`config.mk`:
```
export PLATFORM = sky130hd
export DESIGN_NAME = rsct_sqrt_cell
export DESIGN_NICKNAME = d
export VERILOG_FILES = /design/src/hdl/rsct_sqrt_cell.sv
export SDC_FILE = /design/constraint.sdc
export NUM_CORES = 1
export LEC_CHECK = 0
export BUFFER_PORTS_ARGS = -buffer_cell sky130_fd_sc_hd__buf_4
export CAP_MARGIN = 20
export CELL_PAD_IN_SITES_DETAIL_PLACEMENT = 1
export CELL_PAD_IN_SITES_GLOBAL_PLACEMENT = 1
export CORE_ASPECT_RATIO = 2
export CORE_UTILIZATION = 39
export CTS_BUF_LIST = sky130_fd_sc_hd__clkbuf_8
export DETAILED_ROUTE_END_ITERATION = 7
export PLACE_DENSITY_LB_ADDON = 0.1
export REMOVE_ABC_BUFFERS = 1
export SETUP_SLACK_MARGIN = 0.4
export SYNTH_ARGS = -nofsm -noshare
export SYNTH_HDL_FRONTEND = slang
export SYNTH_SLANG_ARGS = --single-unit
```
`constraint.sdc`:
```
create_clock -name clk -period 1.26 [get_ports clk]
set_clock_uncertainty 0.2 [all_clocks]
set_input_delay 0.063 -clock clk [delete_from_list [all_inputs] [get_ports clk]]
set_output_delay 0.063 -clock clk [all_outputs]
set_load 0.05 [all_outputs]
```
`src/hdl/rsct_sqrt_cell.sv`:
```
// One digit-by-digit square root cell: produces one root bit per transaction.
module rsct_sqrt_cell #(
    parameter int R_W   = 33,
    parameter int PAY_W = 8,
    localparam int N_W   = 2 * R_W,
    localparam int REM_W = R_W + 3
) (
    input  logic             clk,
    input  logic             rst_n,
    input  logic             en,
    input  logic             in_valid,
    input  logic [N_W-1:0]   in_n,
    input  logic [REM_W-1:0] in_rem,
    input  logic [R_W-1:0]   in_root,
    input  logic [PAY_W-1:0] in_pay,
    output logic             out_valid,
    output logic [N_W-1:0]   out_n,
    output logic [REM_W-1:0] out_rem,
    output logic [R_W-1:0]   out_root,
    output logic [PAY_W-1:0] out_pay
);

    logic             valid_reg;
    logic [N_W-1:0]   n_reg, n_next;
    logic [REM_W-1:0] rem_reg, rem_next;
    logic [R_W-1:0]   root_reg, root_next;
    logic [PAY_W-1:0] pay_reg;

    logic [REM_W-1:0] rem_sh;
    logic [REM_W-1:0] trial;
    logic             take;

    // Bring down two radicand bits, trial subtract 4*root+1
    always_comb
    begin
        rem_sh    = {in_rem[R_W:0], in_n[N_W-1 -: 2]};
        trial     = {1'b0, in_root, 2'b01};
        take      = (rem_sh >= trial);
        rem_next  = take ? (rem_sh - trial) : rem_sh;
        root_next = {in_root[R_W-2:0], take};
        n_next    = {in_n[N_W-3:0], 2'b00};
    end

    always_ff @(posedge clk or negedge rst_n)
    begin
        if (!rst_n)
        begin
            valid_reg <= 1'b0;
        end
        else if (en)
        begin
            valid_reg <= in_valid;
        end
    end

    always_ff @(posedge clk)
    begin
        if (en)
        begin
            n_reg    <= n_next;
            rem_reg  <= rem_next;
            root_reg <= root_next;
            pay_reg  <= in_pay;
        end
    end

    assign out_valid = valid_reg;
    assign out_n     = n_reg;
    assign out_rem   = rem_reg;
    assign out_root  = root_reg;
    assign out_pay   = pay_reg;

endmodule

```
# Yosys cells after proc, flatten, opt, wreduce, memory -nomap -nowiden
# Cells that the tools add are included.
[totals] register_bits=142 latch_bits=0 mem_bits_rw=0 mem_bits_ro=0 input_bits=147 out_inout_bits=144 elab_cells=8 mem_count=0
[op_classes] n_addsub=1 n_mul=0 n_div=0 order_cmp=1 n_eq_ne=0 shifts=0 mux=1 bitwise=0 reduce_logical=0
[ops] op="$ge 36x35->1" count=1
[ops] op="$mux 36" count=1
[ops] op="$sub 36x35->36" count=1

# Depth between registers and ports, before layout
# Gate-level depths: netlist of the first run.
[depth] word_depth=2 mapped_depth=13 ltp_nobuf=11

# Least setup slack after synthesis of the first run
# OpenSTA, ideal clock, no wires.
[synth_path] path_type="input port to flip-flop" startpoint="input port in_root[0]" endpoint="register rem_reg[10] (netlist: out_rem[10]) (data pin)" setup_time_ns=0.260 arrival_time_ns=2.437 required_time_ns=0.800 setup_slack_ns=-1.637 path_stages=12 n_path_buf=1 cell_sequence="inv_1 -> ha_1 -> nor2b_4 -> o311ai_2 -> a32oi_2 -> a31oi_4 -> o211ai_4 -> a41o_4 -> a21oi_4 -> inv_4 -> buf_6 -> mux2_4"
[synth_via] elab_chain_len=2 word_cells_on_any_way=3 cone_classes="1 x add/sub; 1 x order compare; 1 x mux"
[synth_rtl] element="start, declared" line_no="14" text="input logic [R_W-1:0] in_root,"
[synth_rtl] element="$sub 36x35->36 or $ge 36x35->1 (tied branches)" line_no="39, 38"
[synth_rtl] element="$mux 36 (*)" line_no="39" text="rem_next = take ? (rem_sh - trial) : rem_sh;"
[synth_rtl] element="named net rem_next[10]" line_no="25" text="logic [REM_W-1:0] rem_reg, rem_next;"
[synth_rtl] element="end signal, assigned" line_no="61" text="rem_reg <= rem_next;"
[synth_rtl] element="end, declared" line_no="25"
# The timed path passes the listed nets; every way through them passes the cells marked *.
# A chain may end at the register's enable or synchronous reset.

# Worst setup path in the final report of the first run
[layout_path] startpoint="input port in_root[13]" endpoint="register rem_reg[32] (netlist: out_rem[32]) (data pin)"
# Same word-level chain as after synthesis.

==> impl_metrics.csv, run 1 <==
group,metric,value,unit
worst_setup_path,ff2ff_path_depth,1,
cells_and_area,area_growth_syn_to_layout,88.6,%
logic_synthesis,synth_top_area_cell,"sky130_fd_sc_hd__edfxtp_1",
worst_setup_path,endpoint_kind,"register",
worst_setup_path,worst_ep_required_time,1290,ps
drt,finalWirelength,41500,um
logic_synthesis,synth_xor_area_share,3.96,%
worst_setup_path,critical-path-top-cell-by-count,"sky130_fd_sc_hd__buf_4",
cells_and_area,post_route_cells_drive_above_1_share,53.8,%
placed_design,io_buffer_count,286,
sta,final.setup.worst_slack,-1420,ps
drt,routed_wire_length_per_instance,33.1,um
floorplan,starting_density,39.9,%
worst_setup_path,worst-setup-path-type,"in -> reg",
worst_setup_path,worstPathCellList,"buf_4 > inv_1 > ha_4 > buf_4 > nand2_1 > o211ai_1 > nand3_1 > o211ai_4 > a41o_4 > a21oi_4 > inv_4 > buf_6 > buf_16 > mux2_4",
drt,remaining_drc_errors,0,
grt,grt_first_pass_wirelength,49000,um
logic_synthesis,synthMuxAreaShare,6.83,%
worst_setup_path,timing.critical_path.from,"in_root[13]",
sta,setup_viol,179,
clocking,cts_hold_buffers,108,
cells_and_area,final_cells,1252,
sta,rsz0062_at_grt,"yes",
sta,maxSlewViolCount,0,
sta,setup_tns,-59940,ps
logic_synthesis,yosys.area_share.adder,6.39,%
clocking,cts.reportedPaths.clkPinSlew,100,ps
cells_and_area,fin_nets,1210,
worst_setup_path,worstPathArrival,2710,ps
grt,grt_use_total,38.0,%
sta,max_clock_freq,0.373,GHz
hold_path,worst_hold_path.num_cells,2,
logic_synthesis,number_of_enable_type_register_cells_in_the_synthesized_netlist,141,
clocking,clk_latency,490,ps
floorplan,chipWidth,95.8,um
placed_design,placed_instance_count,1094,
worst_setup_path,rr_startpoint,"out_valid$_DFFE_PN0P_",
hold_path,hp-start,"in_rem[1]",
sta,finalCriticalPeriod,2680,ps
grt,globalRouteOverflowTotal,0,
worst_setup_path,cpLargestDelayFamily,"compound AO/OA/AOI/OAI gates",
power_and_ir_drop,worst_ir_drop_on_vdd,1.23,mV
floorplan,floorplan.core_area,17200,um2
floorplan,fp-row-count,68,
logic_synthesis,ys_async_sr_fraction,0.704,%
grt,largest_net_degree_at_the_start_of_global_routing,39,
logic_synthesis,synth_top_family_by_area,"compound AO/OA/AOI/OAI gates",
logic_synthesis,synth.ff_latch_count,142,
sta,worst_slew_pin_slew,754,ps
logic_synthesis,ys.warnings.count,0,
grt,vias_in_the_first_global_route,7822,
grt,antenna_found_initial,1,
sta,post-route-period-util,213,%
power_and_ir_drop,pwr_density_cell,1300,nW/um2
drt,num_vias,7469,
logic_synthesis,synth.cell_area,6860,um2
clocking,clock_tree_from_tritoncts,"built",
logic_synthesis,avgSynthCellArea,14.1,um2
drt,detail-route-antenna-nets,0,
drt,number_of_vias_per_cell,5.97,
clocking,htree_num_levels,4,
logic_synthesis,synthSimpleGateAreaFrac,6.57,%
logic_synthesis,synth.distinct_cells,57,
cells_and_area,fillers,1527,
clocking,cts_root_buf,"sky130_fd_sc_hd__clkbuf_8",
worst_setup_path,critPathMaxFanout,8,
drt,drtIter0Drc,981,
worst_setup_path,cp-start-kind,"input pin",
sta,slew_limit_headroom,49.6,%
clocking,clock_tree.buffer_depth,2,
worst_setup_path,critical_path_depth,14,
logic_synthesis,yosysSeqAreaShare,62.1,%
worst_setup_path,slowest_stage,"sky130_fd_sc_hd__o211ai_1",
placed_design,routability_congestion_estimate_from_global_placement,0.839,
placed_design,postPlaceCellArea,10200,um2
job,max_cap_viol_count,0,
placed_design,hpwl_after_detailed_placement,18300,um
logic_synthesis,ys.flop_type,"sky130_fd_sc_hd__edfxtp_1",
outcome,outcome,"finished with violations",
floorplan,area_of_the_die,18100,um2
sta,hold-worst-slack,-302,ps
outcome,violations,"hold timing, setup timing",
drt,first_pass_iters,5,
worst_setup_path,path_buf_inv,6,
sta,finalHoldViolations,177,
worst_setup_path,timing.critical_path.slowest_cell_delay,510,ps
hold_path,path_class_of_the_lowest_slack_min_delay_path,"in -> reg",
floorplan,floorplan.io_pins,291,
logic_synthesis,synthDominantCellAreaShare,61.8,%
floorplan,die_height,190,um
power_and_ir_drop,leakage,5.70,nW
logic_synthesis,netlist_top_cells_area,"sky130_fd_sc_hd__edfxtp_1, sky130_fd_sc_hd__ha_1, sky130_fd_sc_hd__mux2_4",
clocking,clock_sinks,142,
logic_synthesis,synth_compound_gate_area_share,10.5,%
logic_synthesis,synthesis.instances,487,
clocking,cts_inserted_buffers,17,
cells_and_area,postLayoutCellArea,12900,um2
-- layout make-up --
class | instances | area (um2) | area share (%)
inverters | 48 | 193 | 1.49
clock buffers | 18 | 248 | 1.92
multi-input cells | 289 | 2860 | 22.1
clock inverters | 14 | 140 | 1.08
well taps | 210 | 263 | 2.03
repair buffers | 530 | 4960 | 38.4
diodes | 1 | 2.50 | 0.0194
flip-flops and latches | 142 | 4260 | 32.9
-- cells by family (layout without fill, tap and decap cells) --
family          after synthesis  after routing
other cells                   1              3
mux                          33             33
buf+inv                      57            610
simple gates                 88             88
xor+xnor                     31             31
fa+ha+maj                    35             35
flops                       142            142
compound gates              100            100
-- cells in the mapped netlist, types with 5 or more instances --
library cell and n:
sky130_fd_sc_hd__mux2_4 26, sky130_fd_sc_hd__and3_1 11, sky130_fd_sc_hd__o21ai_0 20, sky130_fd_sc_hd__nand2_1 27, sky130_fd_sc_hd__o21a_1 5, sky130_fd_sc_hd__xor2_1 12, sky130_fd_sc_hd__mux2_2 6, sky130_fd_sc_hd__a21o_1 9
sky130_fd_sc_hd__edfxtp_1 141, sky130_fd_sc_hd__a21oi_1 33, sky130_fd_sc_hd__inv_1 47, sky130_fd_sc_hd__nor3_1 5, sky130_fd_sc_hd__xnor2_1 19, sky130_fd_sc_hd__nand3_1 9, sky130_fd_sc_hd__nor2_1 12, sky130_fd_sc_hd__ha_1 35
sky130_fd_sc_hd__nand4_1 7
-- state kept, by name (all words and copies together), names as in the netlist --
register   count
out_valid      1
out_n         64
out_rem       36
out_pay        8
out_root      33
-- layout by cell type (no fill, tap or decap), types with 4 or more instances in the layout --
master                          count
sky130_fd_sc_hd__ha_4              16
sky130_fd_sc_hd__o21a_1             5
sky130_fd_sc_hd__buf_4            257
sky130_fd_sc_hd__a21oi_1           22
sky130_fd_sc_hd__ha_1              16
sky130_fd_sc_hd__dlygate4sd3_1    108
sky130_fd_sc_hd__inv_1             40
sky130_fd_sc_hd__buf_12             6
sky130_fd_sc_hd__o21bai_1           4
sky130_fd_sc_hd__o21ai_0            6
sky130_fd_sc_hd__clkbuf_8          18
sky130_fd_sc_hd__and3_1             9
sky130_fd_sc_hd__edfxtp_1         141
sky130_fd_sc_hd__o21ai_1           11
sky130_fd_sc_hd__nand3_1            8
sky130_fd_sc_hd__mux2_4            31
sky130_fd_sc_hd__xor2_1            12
sky130_fd_sc_hd__nor2_1            11
sky130_fd_sc_hd__inv_2              4
sky130_fd_sc_hd__nand2_1           27
sky130_fd_sc_hd__clkinv_2           4
sky130_fd_sc_hd__inv_4              5
sky130_fd_sc_hd__o211ai_1           4
sky130_fd_sc_hd__a21o_1             8
sky130_fd_sc_hd__xnor2_1           18
sky130_fd_sc_hd__nand4_1            7
sky130_fd_sc_hd__a21oi_4            6
sky130_fd_sc_hd__a21oi_2            6
sky130_fd_sc_hd__buf_6            154
sky130_fd_sc_hd__clkinvlp_4         4
-- final timing paths --
path                                              end  slack, ps
worst min register to register  out_valid$_DFFE_PN0P_        380
worst max register to register  out_valid$_DFFE_PN0P_        270
max in group asynchronous       out_valid$_DFFE_PN0P_        500
worst max-delay path            out_rem[32]$_DFFE_PP_      -1420
min in group asynchronous       out_valid$_DFFE_PN0P_        240
worst min-delay path             out_rem[3]$_DFFE_PP_       -300
-- what timing repair did --
item / CTS / global route
cloned: 2 / 0
endpoints found under the hold margin: 283 / 176
endpoints found under the setup margin: 180 / 180
resized for setup: 204 / 64
setup buffers: 7 / 8
pin swaps: 14 / 22
-- power breakdown --
| part | internal (mW) | switching, mW | leakage, nW |
|---|---|---|---|
| clock | 1.81 | 2.27 | 0.193 |
| sequential | 5.78 | 0.318 | 1.39 |
| combinational | 2.82 | 3.87 | 4.11 |
-- layer usage --
metal | track usage [%] | routed length [um] | share of wire (%) | vias to the layer above
li1 | - | - | - | 2908
met4 | 20.8 | 4120 | 9.9 | 0
met5 | 0 | 0 | 0 | -
met2 | 69.9 | 20800 | 50 | 720
met1 | 38.8 | 12800 | 31 | 3553
met3 | 7.23 | 3770 | 9.1 | 288
-- through the flow --
| stage | util [%] | total power [mW] | worst slack [ps] |
|---|---|---|---|
| final | 75.2 | 16.9 | -1420 |
| after detailed placement | 59.1 | 11.0 | -1750 |
| after global routing | 75.2 | 17.1 | -1440 |
| after CTS | 73.1 | 15.6 | -1100 |
| after floorplan | - | 8.94 | -1650 |
| after global placement | 59.1 | 10.9 | -1670 |
Power figures use the tool's default switching activity.
==> run 2: changes to the inputs <==
MAX_ROUTING_LAYER = met4   (was not set)
SLEW_MARGIN = 20   (was not set)
==> run 2 against run 1 <==
Compared with the run above:
- the run still ends with hold timing, setup timing left
- register-to-register slack about the same
- sequential share of layout area grew 0.12 points
- global-route usage increased by 1.1 points
- fmax shrank 1.6%
- clock power decreased by 1%
- first-iteration DRC count shrank 24%
- combinational power fell by 1%
- non-clock buffer count grew 1
- worst hold slack improved by 4.1 ps
- critical endpoint is now out_rem[30]$_DFFE_PP_
- largest cell class unchanged
==> impl_metrics.csv, run 2 (synthesis gave the netlist of run 1 again) <==
group,metric,value,unit
clocking,cts.reportedPaths.clkPinSlew,100,ps
grt,largest_net_degree_at_the_start_of_global_routing,39,
grt,grt_first_pass_wirelength,48800,um
floorplan,chipWidth,95.8,um
worst_setup_path,worst-setup-path-type,"in -> reg",
power_and_ir_drop,total_switching_power,6.34,mW
power_and_ir_drop,power.sequential.fraction,36.5,%
sta,finalCriticalPeriod,2720,ps
placed_design,io_buffer_count,286,
placed_design,routability_congestion_estimate_from_global_placement,0.852,
cells_and_area,final_cells,1254,
floorplan,floorplan.io_pins,291,
drt,num_vias,7353,
worst_setup_path,critical-path-top-cell-by-count,"sky130_fd_sc_hd__buf_4",
sta,slew_limit_headroom,58.6,%
grt,vias_in_the_first_global_route,7818,
placed_design,hpwl_after_detailed_placement,18300,um
drt,drtIter0Drc,748,
cells_and_area,post_route_cells_drive_above_1_share,53.3,%
power_and_ir_drop,pwr_density_cell,1300,nW/um2
outcome,violations,"hold timing, setup timing",
worst_setup_path,worstPathCellList,"buf_4 > ha_1 > buf_4 > nand2_1 > o211ai_1 > nand3_1 > o211ai_4 > a41o_4 > a21oi_4 > inv_4 > buf_6 > buf_16 > mux2_4",
drt,routed_wire_length_per_instance,32.4,um
sta,maxSlewViolCount,0,
sta,post-route-period-util,216,%
clocking,clk_latency,470,ps
worst_setup_path,cp-start-kind,"input pin",
job,max_cap_viol_count,0,
worst_setup_path,worst_ep_required_time,1280,ps
sta,finalHoldViolations,108,
worst_setup_path,worst-r2r-setup-slack,270,ps
clocking,clock_sinks,142,
power_and_ir_drop,cell_internal_pwr,10.4,mW
worst_setup_path,worstPathArrival,2740,ps
worst_setup_path,slowest_stage,"sky130_fd_sc_hd__o211ai_1",
placed_design,postPlaceCellArea,10200,um2
floorplan,area_of_the_die,18100,um2
drt,finalWirelength,40600,um
clocking,cts_hold_buffers,108,
cells_and_area,fin_nets,1211,
cells_and_area,fillers,1562,
grt,antenna_found_initial,2,
clocking,htree_num_levels,4,
grt,globalRouteOverflowTotal,0,
cells_and_area,fin_util,75.0,%
grt,grt_use_total,39.0,%
drt,first_pass_iters,6,
drt,remaining_drc_errors,0,
floorplan,floorplan.core_area,17200,um2
worst_setup_path,endpoint_kind,"register",
cells_and_area,number_of_flip_flops_under_the_largest_register_name,64,
worst_setup_path,cpLargestDelayFamily,"compound AO/OA/AOI/OAI gates",
cells_and_area,commonest_non_fill_non_tap_cell_in_the_layout,"sky130_fd_sc_hd__buf_4",
sta,setup_viol,179,
sta,worst_slew_pin_slew,618,ps
floorplan,die_height,190,um
cells_and_area,area_growth_syn_to_layout,87.9,%
floorplan,fp-row-count,68,
hold_path,path_class_of_the_lowest_slack_min_delay_path,"in -> reg",
power_and_ir_drop,power.share.combinational,39.5,%
cells_and_area,layout.cells.most_common_list,"sky130_fd_sc_hd__buf_4, sky130_fd_sc_hd__buf_6, sky130_fd_sc_hd__edfxtp_1",
sta,final.setup.worst_slack,-1460,ps
power_and_ir_drop,proportion_of_total_power_due_to_net_switching,37.9,%
sta,rsz0062_at_grt,"yes",
clocking,clock_tree.buffer_depth,2,
sta,hold-worst-slack,-298,ps
outcome,outcome,"finished with violations",
drt,number_of_vias_per_cell,5.86,
power_and_ir_drop,leakage,5.70,nW
clocking,cts_root_buf,"sky130_fd_sc_hd__clkbuf_8",
cells_and_area,postLayoutCellArea,12900,um2
worst_setup_path,path_buf_inv,5,
clocking,cts_inserted_buffers,17,
drt,detail-route-antenna-nets,0,
power_and_ir_drop,worst_ir_drop_on_vdd,1.09,mV
floorplan,starting_density,39.9,%
placed_design,placed_instance_count,1094,
sta,max_clock_freq,0.368,GHz
worst_setup_path,timing.critical_path.slowest_cell_delay,540,ps
worst_setup_path,critPathMaxFanout,8,
power_and_ir_drop,pwr-share-clk,24.0,%
clocking,clock_tree_from_tritoncts,"built",
==> run 2: cell types whose count changed in the layout (fill, tap and decap cells not counted), sizes merged <==
cell | previous run | this run
buf | 422 | 423
diode | 1 | 2
==> run 2: layout make-up <==
cell class / instances / area, um2 / share of cell area [%]
diodes: 2 / 5.00 / 0.0388
clock buffers: 18 / 248 / 1.92
clock inverters: 14 / 140 / 1.09
inverters: 48 / 193 / 1.50
multi-input cells: 289 / 2800 / 21.7
flip-flops and latches: 142 / 4260 / 33.1
well taps: 210 / 263 / 2.04
repair buffers: 531 / 4980 / 38.6
==> run 2: timing repair <==
item	4_1_cts	5_1_grt
pin swaps	14	21
endpoints found under the setup margin	180	180
hold endpoints to repair	283	177
setup buffers	7	9
resized for setup	204	53
cloned	2	0
==> run 2: stage by stage <==
step | worst slack (ps) | power [mW] | TNS (ps) | hold WS [ps]
detailed placement | -1750 | 11.0 | -61900 | -344
global placement | -1670 | 10.9 | -60190 | -349
CTS | -1100 | 15.6 | -44520 | -318
floorplan | -1650 | 8.94 | -59370 | -433
global route | -1480 | 17.0 | -62810 | -297
finish | -1460 | 16.7 | -58820 | -298
==> run 2: path summary, 6_finish.rpt <==
check                                       from               endpoint  depth (start not counted)
setup / recovery                      in_rem[12]  out_rem[30]$_DFFE_PP_                         13
setup reg to reg           out_valid$_DFFE_PN0P_  out_valid$_DFFE_PN0P_                          1
max in group asynchronous                  rst_n  out_valid$_DFFE_PN0P_                          3
hold reg to reg            out_valid$_DFFE_PN0P_  out_valid$_DFFE_PN0P_                          1
hold / removal                         in_rem[2]   out_rem[4]$_DFFE_PP_                          2
min in group asynchronous                  rst_n  out_valid$_DFFE_PN0P_                          3
==> run 2: layer usage <==
metal,track usage (%),wire length (um),vias to the layer above
met3,6.63,3090,248
met2,70.7,20900,650
met5,-,0,-
met4,18.9,3640,0
li1,-,-,2904
met1,39.1,13000,3551
==> run 2: power groups by stage <==
| stage | logic [mW] | registers (mW) | clock network [mW] |
|---|---|---|---|
| finish | 6.61 | 6.11 | 4.02 |
| global placement | 4.87 | 6.00 | 0 |
| CTS | 5.83 | 6.03 | 3.76 |
| detailed placement | 5.00 | 6.03 | 0 |
| floorplan | 1.27 | 7.66 | 0 |
| global route | 6.70 | 6.13 | 4.17 |
==> run 3: changes to the inputs <==
SETUP_SLACK_MARGIN = not set   (was 0.4)
==> run 3 against run 2 <==
Compared with the run above:
- the run now fails in global routing (5_1_grt)
- synthesized area did not move
- synthesized cell count unchanged
==> impl_metrics.csv, run 3 <==
group,metric,value,unit
outcome,outcome,"aborted with a tool error",
outcome,last-stage-reached,"global routing (5_1_grt)",
outcome,toolErrorMsg,"[ERROR DPL-0033] detailed placement checks failed during check placement.",
floorplan,die_height,190,um
logic_synthesis,synthDominantCellAreaShare,61.8,%
sta,worstEndpointType,"sequential cell input",
floorplan,floorplan.io_pins,291,
logic_synthesis,synth.distinct_cells,57,
logic_synthesis,synth.cell_area,6860,um2
logic_synthesis,netlist_top_cells_area,"sky130_fd_sc_hd__edfxtp_1, sky130_fd_sc_hd__ha_1, sky130_fd_sc_hd__mux2_4",
placed_design,io_buffer_count,286,
clocking,clock_tree.buffer_depth,2,
placed_design,postPlaceCellArea,10200,um2
grt,largest_net_degree_at_the_start_of_global_routing,39,
grt,antenna_found_initial,0,
logic_synthesis,synth.ff_latch_count,142,
clocking,htree_num_levels,4,
logic_synthesis,dominant_cell_by_count_in_the_synthesized_netlist,"sky130_fd_sc_hd__edfxtp_1",
floorplan,starting_density,39.9,%
logic_synthesis,synth.cells.most_frequent,"sky130_fd_sc_hd__edfxtp_1, sky130_fd_sc_hd__inv_1, sky130_fd_sc_hd__ha_1",
placed_design,preCtsSetupSlack,-1750,ps
placed_design,hpwl_after_detailed_placement,18300,um
logic_synthesis,avgSynthCellArea,14.1,um2
logic_synthesis,synthesis.instances,487,
logic_synthesis,ys_async_sr_fraction,0.704,%
clocking,cts_root_buf,"sky130_fd_sc_hd__clkbuf_8",
sta,crit_endpoint,"out_rem[35]$_DFFE_PP_/D",
floorplan,fp-row-count,68,
placed_design,routability_congestion_estimate_from_global_placement,0.852,
clocking,clock_sinks,142,
logic_synthesis,number_of_enable_type_register_cells_in_the_synthesized_netlist,141,
logic_synthesis,yosysSeqAreaShare,62.1,%
logic_synthesis,ys.flop_type,"sky130_fd_sc_hd__edfxtp_1",
floorplan,chipWidth,95.8,um
logic_synthesis,ys.warnings.count,0,
logic_synthesis,synth_top_area_cell,"sky130_fd_sc_hd__edfxtp_1",
clocking,cts_inserted_buffers,17,
## run 3: kinds of logic after synthesis
family          count (synthesis)  share of synthesized area, %
other cells                     1                        0.0547
simple gates                   88                          6.57
mux                            33                          6.83
buf+inv                        57                          3.60
compound gates                100                          10.5
fa+ha+maj                      35                          6.39
xor+xnor                       31                          3.96
flops                         142                          62.1
## run 3: per-stage QoR
step	util, %	instances
2_1_floorplan	-	479
3_3_place_gp	59.1	1094
3_5_place_dp	59.1	1094
4_1_cts	75.2	1279
## run 3: timing repair
action | 4_1_cts
hold buffers | 144
cloned | 2
pin swaps | 14
endpoints found under the setup margin | 179
setup buffers | 7
endpoints found under the hold margin | 283
resized for setup | 204
==> run 4: changes to the inputs <==
CELL_PAD_IN_SITES_DETAIL_PLACEMENT = not set   (was 1)
CELL_PAD_IN_SITES_GLOBAL_PLACEMENT = not set   (was 1)
CORE_ASPECT_RATIO = not set   (was 2)
CORE_UTILIZATION = 25   (was 39)
CTS_BUF_LIST = not set   (was sky130_fd_sc_hd__clkbuf_8)
MAX_ROUTING_LAYER = not set   (was met4)
PLACE_DENSITY_LB_ADDON = 0.15   (was 0.1)
==> run 4 against run 3 <==
Compared with the run above:
- the flow now finishes, with violations (setup timing)
==> impl_metrics.csv, run 4 (synthesis gave the netlist of run 1 again) <==
group,metric,value,unit
cells_and_area,layout.cells.most_common_list,"sky130_fd_sc_hd__buf_4, sky130_fd_sc_hd__buf_6, sky130_fd_sc_hd__dlygate4sd3_1",
power_and_ir_drop,proportion_of_total_power_due_to_net_switching,33.4,%
power_and_ir_drop,total_switching_power,5.71,mW
floorplan,floorplan.core_area,27000,um2
placed_design,preCtsSetupSlack,-1760,ps
placed_design,hpwl_after_detailed_placement,16200,um
clocking,clock_tree.buffer_depth,2,
drt,remaining_drc_errors,0,
cells_and_area,num_antenna_cells,0,
sta,max_clock_freq,0.427,GHz
grt,grt_first_pass_wirelength,34800,um
floorplan,chipWidth,168,um
clocking,htree_num_levels,4,
clocking,cts_inserted_buffers,17,
worst_setup_path,timing.critical_path.slowest_cell_delay,290,ps
grt,antenna_found_initial,1,
sta,hold-worst-slack,59.3,ps
worst_setup_path,worstPathArrival,2320,ps
outcome,violations,"setup timing",
sta,rsz0062_at_grt,"yes",
drt,number_of_vias_per_cell,4.28,
placed_design,routability_congestion_estimate_from_global_placement,0.786,
clocking,clock_sinks,142,
placed_design,io_buffer_count,286,
drt,drtIter0Drc,228,
power_and_ir_drop,worst_ir_drop_on_vdd,0.710,mV
worst_setup_path,slowest_stage,"sky130_fd_sc_hd__mux2_4",
power_and_ir_drop,pwr-share-clk,29.9,%
sta,finalHoldViolations,0,
drt,detail-route-antenna-nets,0,
cells_and_area,area_growth_syn_to_layout,98.2,%
clocking,clock_tree_from_tritoncts,"built",
sta,maxSlewViolCount,0,
grt,grt_use_total,16.2,%
clocking,cts.reportedPaths.clkPinSlew,70,ps
grt,largest_net_degree_at_the_start_of_global_routing,42,
drt,num_vias,6065,
sta,post-route-period-util,186,%
cells_and_area,number_of_flip_flops_under_the_largest_register_name,64,
cells_and_area,fin_util,50.4,%
grt,globalRouteOverflowTotal,0,
power_and_ir_drop,cell_internal_pwr,11.4,mW
job,max_cap_viol_count,0,
sta,setup_tns,-38720,ps
floorplan,die_height,168,um
floorplan,floorplan.io_pins,291,
power_and_ir_drop,power.sequential.fraction,35.1,%
hold_path,path_class_of_the_lowest_slack_min_delay_path,"in -> reg",
power_and_ir_drop,leakage,5.88,nW
worst_setup_path,critPathMaxFanout,6,
worst_setup_path,worst-setup-path-type,"in -> reg",
sta,final.setup.worst_slack,-1080,ps
grt,vias_in_the_first_global_route,6378,
cells_and_area,fin_nets,1246,
floorplan,fp-row-count,60,
sta,setup_viol,51,
worst_setup_path,worst_ep_required_time,1240,ps
drt,first_pass_iters,5,
cells_and_area,fillers,2430,
worst_setup_path,cp-start-kind,"input pin",
sta,finalCriticalPeriod,2340,ps
drt,routed_wire_length_per_instance,16.5,um
floorplan,starting_density,25.4,%
cells_and_area,post_route_cells_drive_above_1_share,52.0,%
clocking,clk_latency,420,ps
floorplan,area_of_the_die,28100,um2
worst_setup_path,endpoint_kind,"register",
outcome,outcome,"finished with violations",
worst_setup_path,worstPathCellList,"buf_4 > inv_4 > ha_4 > nor2b_4 > o311ai_4 > a32oi_2 > a31oi_4 > o211ai_4 > a41o_4 > a21oi_4 > inv_6 > clkbuf_16 > mux2_4",
clocking,cts_root_buf,"sky130_fd_sc_hd__clkbuf_16",
cells_and_area,commonest_non_fill_non_tap_cell_in_the_layout,"sky130_fd_sc_hd__buf_4",
power_and_ir_drop,pwr_density_cell,1260,nW/um2
power_and_ir_drop,power.share.combinational,34.9,%
drt,finalWirelength,23400,um
## run 4: cell type report
class	count	area [um2]	area share, %
timing repair buffer	566	5310	39.1
multi-input combinational	289	2820	20.7
tap	341	427	3.14
sequential	142	4260	31.3
clock inverter	14	148	1.09
inverter	48	198	1.46
clock buffer	18	429	3.16
## run 4: critical path: cells and delay by family
family | cells | cell delay (ps)
fa+ha+maj | 1 | 190
buf+inv | 4 | 450
mux | 1 | 290
compound gates | 6 | 1180
simple gates | 1 | 140
## run 4: what timing repair did
| action | 4_1_cts | 5_1_grt |
|---|---|---|
| pin swaps | 17 | 26 |
| hold buffers | 143 | 1 |
| hold endpoints to repair | 261 | 1 |
| cloned | 1 | 1 |
| buffers inserted | 8 | 10 |
| resized for setup | 167 | 87 |
| setup endpoints to repair | 155 | 196 |
## run 4: layer usage
layer	part of all wire, %	wire length [um]	track usage [%]
met5	0.038	9	0
met4	1.7	399	5.03
met3	4.8	1130	4.04
met2	50	11800	28.7
met1	43	10100	19.3
## run 4: path summary, 6_finish.rpt
kind	slack (ps)	depth (start not counted)	startpoint	to
max	-1080	13	in_root[0]	out_rem[29]$_DFFE_PP_
min	60	5	in_rem[31]	out_rem[33]$_DFFE_PP_
max reg2reg	300	1	out_valid$_DFFE_PN0P_	out_valid$_DFFE_PN0P_
min reg2reg	350	1	out_valid$_DFFE_PN0P_	out_valid$_DFFE_PN0P_
max in group asynchronous	480	3	rst_n	out_valid$_DFFE_PN0P_
min in group asynchronous	280	3	rst_n	out_valid$_DFFE_PN0P_
## run 4: through the flow
stage,cells,power [mW],area [um2]
finish,1418,17.1,13600
global route,1418,17.9,13600
CTS,1408,17.0,13100
detailed placement,1225,10.9,10300
global placement,1225,10.9,10300
floorplan,479,8.94,6800
## run 4: power groups by stage
stage                     Sequential [mW]  Clock (mW)  Combinational (mW)
after floorplan                      7.66           0                1.27
after global placement               6.01           0                4.92
after detailed placement             6.01           0                4.93
after CTS                            5.99        5.33                5.72
after global routing                 6.05        5.52                6.29
final                                6.00        5.12                5.97
